[src/rtl/assert_macros.svh]
// Assertion helpers, clocked on clk and held off while rst is high.
`ifndef ASSERT_MACROS_SVH
`define ASSERT_MACROS_SVH

// Check a property at every rising edge.
`define KVL_ASSERT(label, prop, msg) \
  label: assert property (@(posedge clk) disable iff (rst) prop) else $error(msg);

// Check that cond in one cycle is followed by conseq in the next.
`define KVL_ASSERT_NEXT(label, cond, conseq, msg) \
  label: assert property (@(posedge clk) disable iff (rst) (cond) |=> (conseq)) else $error(msg);

`endif

[src/rtl/kvl_pkg.sv]
package kvl_pkg;

  localparam int KVL_CAPACITY    = 16;
  localparam int KVL_QUEUE_DEPTH = 2;

  localparam logic [1:0] OP_INSERT = 2'd0;
  localparam logic [1:0] OP_FIND   = 2'd1;
  localparam logic [1:0] OP_DELETE = 2'd2;
  localparam logic [1:0] OP_CLEAR  = 2'd3;

  localparam logic [1:0] ST_OK     = 2'd0;
  localparam logic [1:0] ST_ABSENT = 2'd1;
  localparam logic [1:0] ST_FULL   = 2'd2;

  typedef struct packed {
    logic [1:0]  operation;
    logic [31:0] key;
    logic [31:0] value;
  } kvl_cmd_t;

  typedef struct packed {
    logic [1:0]  status;
    logic [31:0] found_value;
    logic [4:0]  entry_count;
  } kvl_result_t;

  typedef struct packed {
    logic is_insert;
    logic is_find;
    logic is_delete;
    logic is_clear;
  } kvl_class_t;

  typedef struct packed {
    kvl_class_t  cls;
    logic [31:0] key;
    logic [31:0] value;
  } kvl_req_t;

endpackage

[src/rtl/kvl_front.sv]
module kvl_front import kvl_pkg::*; (
  input  logic     start,
  output logic     busy,
  input  kvl_cmd_t cmd,
  input  logic     q_full,
  output logic     push,
  output kvl_req_t push_req
);

  kvl_class_t cls;

  always_comb begin
    cls = '0;
    unique case (cmd.operation)
      OP_INSERT: cls.is_insert = 1'b1;
      OP_FIND:   cls.is_find   = 1'b1;
      OP_DELETE: cls.is_delete = 1'b1;
      OP_CLEAR:  cls.is_clear  = 1'b1;
      default:   cls.is_clear  = 1'b1;
    endcase
  end

  assign busy           = q_full;
  assign push           = start & ~q_full;
  assign push_req.cls   = cls;
  assign push_req.key   = cmd.key;
  assign push_req.value = cmd.value;

endmodule

[src/rtl/kvl_queue.sv]
module kvl_queue import kvl_pkg::*; (
  input  logic     clk,
  input  logic     rst,
  input  logic     push,
  input  kvl_req_t push_req,
  output logic     full,
  input  logic     pop,
  output logic     head_valid,
  output kvl_req_t head
);

  localparam int DEPTH = KVL_QUEUE_DEPTH;
  localparam int PW    = (DEPTH > 1) ? $clog2(DEPTH) : 1;
  localparam int NW    = $clog2(DEPTH + 1);

  kvl_req_t          slots [DEPTH];
  logic [PW-1:0]     wr_ptr;
  logic [PW-1:0]     rd_ptr;
  logic [NW-1:0]     fill;

  assign full       = (fill == NW'(DEPTH));
  assign head_valid = (fill != '0);
  assign head       = slots[rd_ptr];

  always_ff @(posedge clk) begin
    if (rst) begin
      wr_ptr <= '0;
      rd_ptr <= '0;
      fill   <= '0;
    end else begin
      if (push) begin
        wr_ptr <= (wr_ptr == PW'(DEPTH - 1)) ? '0 : wr_ptr + 1'b1;
      end
      if (pop) begin
        rd_ptr <= (rd_ptr == PW'(DEPTH - 1)) ? '0 : rd_ptr + 1'b1;
      end
      if (push && !pop) begin
        fill <= fill + 1'b1;
      end else if (pop && !push) begin
        fill <= fill - 1'b1;
      end
    end
  end

  always_ff @(posedge clk) begin
    if (push) begin
      slots[wr_ptr] <= push_req;
    end
  end

endmodule

[src/rtl/kvl_back.sv]
`include "assert_macros.svh"

module kvl_back import kvl_pkg::*; #(
  parameter int CAPACITY = KVL_CAPACITY
) (
  input  logic        clk,
  input  logic        rst,
  input  logic        req_valid,
  input  kvl_req_t    req,
  output logic        pop,
  output logic        done,
  output kvl_result_t result
);

  localparam int CW = $clog2(CAPACITY + 1);

  typedef enum logic [1:0] {
    S_LOAD  = 2'b01,
    S_APPLY = 2'b10
  } state_t;

  state_t            state;
  logic [31:0]       cell_key   [CAPACITY];
  logic [31:0]       cell_value [CAPACITY];
  logic [CW-1:0]     count;
  logic [CW-1:0]     count_next;
  kvl_req_t          cur;
  logic [CAPACITY-1:0] match;
  logic [CAPACITY-1:0] match_in;
  logic [CAPACITY-1:0] valid_mask;
  logic [CAPACITY:0]   above;
  logic [CAPACITY-1:0] newest;
  logic [CAPACITY-1:0] shift_en;
  logic [31:0]       hit_value;
  logic              hit;
  logic              ins_ok;
  logic              del_ok;
  kvl_result_t       result_next;

  assign pop = (state == S_LOAD) && req_valid;

  // Compare cells: one equality check per live entry.
  always_comb begin
    for (int i = 0; i < CAPACITY; i++) begin
      valid_mask[i] = (CW'(i) < count);
      match_in[i]   = valid_mask[i] && (cell_key[i] == req.key);
    end
  end

  // Newest match is the highest set bit; everything at or above it moves down on delete.
  always_comb begin
    above[CAPACITY] = 1'b0;
    for (int i = CAPACITY - 1; i >= 0; i--) begin
      above[i] = above[i + 1] | match[i];
    end
    hit = above[0];
    hit_value = '0;
    for (int i = 0; i < CAPACITY; i++) begin
      newest[i]   = match[i] & ~above[i + 1];
      shift_en[i] = hit & ~above[i + 1];
      hit_value   = hit_value | (cell_value[i] & {32{newest[i]}});
    end
  end

  always_comb begin
    result_next = '0;
    count_next  = count;
    ins_ok      = 1'b0;
    del_ok      = 1'b0;
    if (cur.cls.is_insert) begin
      if (count == CW'(CAPACITY)) begin
        result_next.status = ST_FULL;
      end else begin
        ins_ok     = 1'b1;
        count_next = count + 1'b1;
      end
    end else if (cur.cls.is_find) begin
      if (hit) begin
        result_next.found_value = hit_value;
      end else begin
        result_next.status = ST_ABSENT;
      end
    end else if (cur.cls.is_delete) begin
      if (hit) begin
        del_ok     = 1'b1;
        count_next = count - 1'b1;
      end else begin
        result_next.status = ST_ABSENT;
      end
    end else begin
      count_next = '0;
    end
    result_next.entry_count = 5'(count_next);
  end

  always_ff @(posedge clk) begin
    if (rst) begin
      state <= S_LOAD;
      count <= '0;
      done  <= 1'b0;
    end else begin
      done <= 1'b0;
      unique case (state)
        S_LOAD: begin
          if (req_valid) begin
            state <= S_APPLY;
          end
        end
        S_APPLY: begin
          state <= S_LOAD;
          done  <= 1'b1;
          count <= count_next;
        end
        default: state <= S_LOAD;
      endcase
    end
  end

  always_ff @(posedge clk) begin
    if (pop) begin
      cur   <= req;
      match <= match_in;
    end
    if (state == S_APPLY) begin
      result <= result_next;
      // Close the gap left by the deleted entry.
      for (int i = 0; i < CAPACITY - 1; i++) begin
        if (del_ok && shift_en[i]) begin
          cell_key[i]   <= cell_key[i + 1];
          cell_value[i] <= cell_value[i + 1];
        end
      end
      for (int i = 0; i < CAPACITY; i++) begin
        if (ins_ok && (CW'(i) == count)) begin
          cell_key[i]   <= cur.key;
          cell_value[i] <= cur.value;
        end
      end
    end
  end

  `KVL_ASSERT_NEXT(a_apply_gives_done, state == S_APPLY, done, "apply pass without a result")
  `KVL_ASSERT(a_count_bound, count <= CW'(CAPACITY), "entry count beyond capacity")
  `KVL_ASSERT(a_match_live, (state == S_APPLY) |-> ((match & ~valid_mask) == '0), "match on a dead entry")

endmodule

[src/rtl/key_value_list_table_unit.sv]
// Key/value table kept in insertion order, newest entry on top.
// Request channel: drive cmd (operation, key, value) and raise start; the
// request is taken at a rising edge where start is high and busy is low.
// Operations: insert a pair, find the newest value for a key, delete the
// newest entry with a key (later entries close the gap), clear the table.
// Result channel: done is high for one cycle with result (status,
// found_value, entry_count); the receiver takes it in that cycle and cannot
// hold it off.
// A two-entry queue sits between the request side and the table engine;
// busy is high only while that queue is full.
// Each request takes the engine's two passes in order (compare every cell
// against the key, then update cells and count); done is registered in the
// update pass. The queue keeps taking requests until it is full, but the
// engine starts the next one only after the update pass of the last one.
// Reset (rst, synchronous): empties the table and the queue, drops done.
module key_value_list_table_unit import kvl_pkg::*; #(
  parameter int CAPACITY = KVL_CAPACITY
) (
  input  logic        clk,
  input  logic        rst,
  input  logic        start,
  output logic        busy,
  input  kvl_cmd_t    cmd,
  output logic        done,
  output kvl_result_t result
);

  logic     push;
  kvl_req_t push_req;
  logic     q_full;
  logic     pop;
  logic     head_valid;
  kvl_req_t head;

  kvl_front u_front (
    .start    (start),
    .busy     (busy),
    .cmd      (cmd),
    .q_full   (q_full),
    .push     (push),
    .push_req (push_req)
  );

  kvl_queue u_queue (
    .clk        (clk),
    .rst        (rst),
    .push       (push),
    .push_req   (push_req),
    .full       (q_full),
    .pop        (pop),
    .head_valid (head_valid),
    .head       (head)
  );

  kvl_back #(
    .CAPACITY (CAPACITY)
  ) u_back (
    .clk       (clk),
    .rst       (rst),
    .req_valid (head_valid),
    .req       (head),
    .pop       (pop),
    .done      (done),
    .result    (result)
  );

endmodule
[config.mk]
export PLATFORM = sky130hd
export DESIGN_NAME = key_value_list_table_unit
export DESIGN_NICKNAME = d
export VERILOG_FILES = /design/src/rtl/kvl_pkg.sv /design/src/rtl/kvl_front.sv /design/src/rtl/kvl_queue.sv /design/src/rtl/kvl_back.sv /design/src/rtl/key_value_list_table_unit.sv
export VERILOG_INCLUDE_DIRS = /design/src /design/src/rtl
export SDC_FILE = /design/constraint.sdc
export NUM_CORES = 2
export LEC_CHECK = 0
export BUFFER_PORTS_ARGS = -buffer_cell sky130_fd_sc_hd__buf_2
export CORE_UTILIZATION = 35
export CTS_CLUSTER_DIAMETER = 200
export DETAILED_ROUTE_END_ITERATION = 10
export PLACE_DENSITY = 0.47
export RECOVER_POWER = 25
export REMOVE_ABC_BUFFERS = 1
export SLEW_MARGIN = 20
export SYNTH_ARGS = -nofsm -noshare
export SYNTH_HDL_FRONTEND = slang
export SYNTH_SLANG_ARGS = --single-unit
[constraint.sdc]
create_clock -name clk -period 7.7 [get_ports clk]
set_input_delay 0 -clock clk [delete_from_list [all_inputs] [get_ports clk]]
set_output_delay 0 -clock clk [all_outputs]
set_load 0.02 [all_outputs]
==> results_dict.tcl <==
set metrics [dict create \
    netlist_top_cells_area "edfxtp_1 62%, mux2_2 17%, xnor2_1 5.8%, a22oi_1 1.9%, mux2_4 1.9%" \
    crit_required_ns 8.17 \
    hpwlAfterDp_mm 128.9 \
    place_congestion 0.8673 \
    final_antenna_net_count 0 \
    whs_ns 0.1100 \
    slowest_stage "dfxtp_1" \
    totalPowerFinal_mw 21.71 \
    initial_core_util 0.3541 \
    drive_gt1_frac 0.3295 \
    drc_errors 0 \
    port_buffers 109 \
    grt-ovfl-total 0 \
    htree_levels 4 \
    rsz0062_at_grt "no" \
    yosysUniqueCellTypes 58 \
    num_io_pins 110 \
    post-place-ws_ns 2.926 \
    drtPass1Iterations 5 \
    placed_cells 6228 \
    layout.nets 4274 \
    syn_avg_cell_area_um2 15.45 \
    critPathMaxFanout 20 \
    worstMarginPinSlew_ns 4.919 \
    outcome "complete, but fails checks" \
    worstSetupPathType "flip-flop to flip-flop" \
    min_path_type "input port to flip-flop" \
    synth_cells 4005 \
    vdd_ir_drop_max_mv 0.2627 \
    leakage_nw 22.65 \
    hold_viol 0 \
    synth_commonest_cells "1280 x edfxtp_1, 916 x mux2_2, 412 x xnor2_1, 230 x clkbuf_1, 160 x a22oi_1" \
    numCtsBuffers 155 \
    path_clk_slew_ns 0.06 \
    cts_buffer_depth 3 \
    die_h_um 422.5 \
    grt_pass1_vias 37123 \
    final_cell_count_no_fill 6648 \
    synth_top_area_cell "edfxtp_1" \
    path_cells "clkbuf_1, mux2i_4, xnor2_1, nor4_1, nand4_1, nor3_1" \
    grtUsageTotal 0.2169 \
    synth.most_common_cell "edfxtp_1" \
    grt_max_degree 70 \
    area_growth_syn_to_layout_pct 15.55 \
    fin_crit_ns 6.322 \
    chipWidth_um 422.5 \
    critPathMaxStageDelay_ns 1.90 \
    timing.setup.tns_ns 0 \
    via_per_inst 5.359 \
    wirelength_mm 195.6 \
    synth_edf_count 1280 \
    clk_latency_ns 0.81 \
    slew_headroom -2.280 \
    path_delay_family "simple AND/OR/NAND/NOR gates" \
    drtIter0Drc 2552 \
    yosys.area.top_type_share 0.6211 \
    vias 35628 \
    rows 153 \
    grt_pass1_wl_mm 278.0 \
    synth_warnings 0 \
    ys_seq_elements 1293 \
    ys.flop_type "edfxtp_1" \
    arrival_ns 6.79 \
    fin_skew_ns 0.03915 \
    powerDensity_nw_per_um2 303.6 \
    core_area_um2 174800 \
    maxCapViolations 20 \
    cts_tree "built" \
    antenna_found_initial 2 \
    cts-root-buf "clkbuf_16" \
    critPathCaptureType "flip-flop" \
    fin_ws_ns 1.378 \
    seq_area_frac_synth 0.6253 \
    die_area_um2 178500 \
    cts_setup_buffers 0 \
    setup-violations-final 0 \
    cp_num_buf_inv 1 \
    violations "capacitance limit, slew limit" \
    clock-sinks 1293 \
    fin_crit_sh 0.8210 \
    max_freq_mhz 158.2 \
    drv_slew 509 \
    synth_area_um2 61880 \
    async_flop_share 0 \
    critPathLaunchType "flip-flop" \
    wl_per_cell_um 29.43 \
]
[cell families (layout without fill, tap and decap cells)]
family	Yosys count	in the layout	synth area share
simple gates	394	394	0.03300
other cells	0	4	0
mux	1027	1027	0.1918
fa+ha+maj	6	6	0.001213
xor+xnor	516	516	0.07303
buf+inv	354	668	0.02463
compound gates	415	415	0.05107
flops	1293	1293	0.6253
[area by class of cell]
class	count	area [um2]
Sequential cell	1293	38700
Inverter	45	170.2
Timing Repair Buffer	346	2664
Antenna cell	4	10.01
Fill cell	16054	103300
Clock inverter	80	658.1
Multi-Input combinational cell	2358	22340
Clock buffer	197	4058
Tap cell	2325	2909
[registers in the layout (all words and copies together) (netlist names), named ones only]
| name | cells |
|---|---|
| u_back.done | 1 |
| u_queue.rd_ptr | 1 |
| u_back.cell_key | 512 |
| u_back.cell_value | 512 |
| u_queue.fill | 2 |
| u_queue.wr_ptr | 1 |
| u_back.result | 39 |
| u_back.state | 2 |
| u_back.count | 5 |
| u_queue.slots | 134 |
| u_back.cur | 67 |
| u_back.match | 16 |
[worst paths after layout]
kind	from	end	slack (ns)	cells past startpoint
hold / removal	rst	u_queue.fill[1]$_SDFFE_PP0P_	0.11	3
setup / recovery	flip-flop	u_back.match[12]$_DFFE_PP_	1.38	6
setup reg to reg	flip-flop	u_back.match[12]$_DFFE_PP_	1.38	6
hold reg to reg	u_queue.rd_ptr$_SDFFE_PP0P_	u_queue.rd_ptr$_SDFFE_PP0P_	0.52	2
[worst reg2reg max path, cell delays in order (launching register included)]
cell and delay, ns:
dfxtp_1 1.90, clkbuf_1 0.97, mux2i_4 0.93, xnor2_1 0.15, nor4_1 0.80, nand4_1 0.40
nor3_1 0.86
[stage by stage]
step / cell area [um2] / util
final: 71510 / 0.4091
after global routing: 71500 / 0.4091
after CTS: 71580 / 0.4095
after detailed placement: 65500 / 0.3748
after global placement: 65400 / 0.3742
after floorplan: 60530 / -
[per-layer routing]
layer,share of wire,wire (um),global-route usage
met3,0.037,7290,0.02757
met4,0.031,6094,0.07138
met2,0.51,100700,0.3874
met5,0,0,0
met1,0.42,81560,0.2692
[timing repair]
item / in CTS / in global routing
hold endpoints to repair: 156 / 0
gates resized for setup: 0 / 0
hold buffers: 136 / 0
[cells in the final DEF (no fill, tap or decap), types with 31 or more instances in the layout]
cell and n:
buf_2 65, nand4_1 41, inv_1 42, a31oi_1 38, clkbuf_1 100, mux2i_4 32, mux2_2 914, a22oi_1 160
clkinv_1 39, a32oi_1 31, xnor2_1 412, a221oi_1 33, o211ai_1 33, dlygate4sd3_1 136, o2bb2ai_1 32, buf_4 79
nor4_1 99, nand2_1 120, xor2_1 104, edfxtp_1 1280, clkbuf_16 156, o221ai_1 32, mux2_4 79
[where the power goes]
group          internal, mW  switching (mW)  leakage [nW]  total (mW)
logic                  1.98            3.04          8.67        5.03
clock network          3.94            3.06          2.28        7.00
registers              8.53            1.15          11.7        9.68
total                  14.5            7.25          22.7        21.7
(Power assumes the default switching activity.)
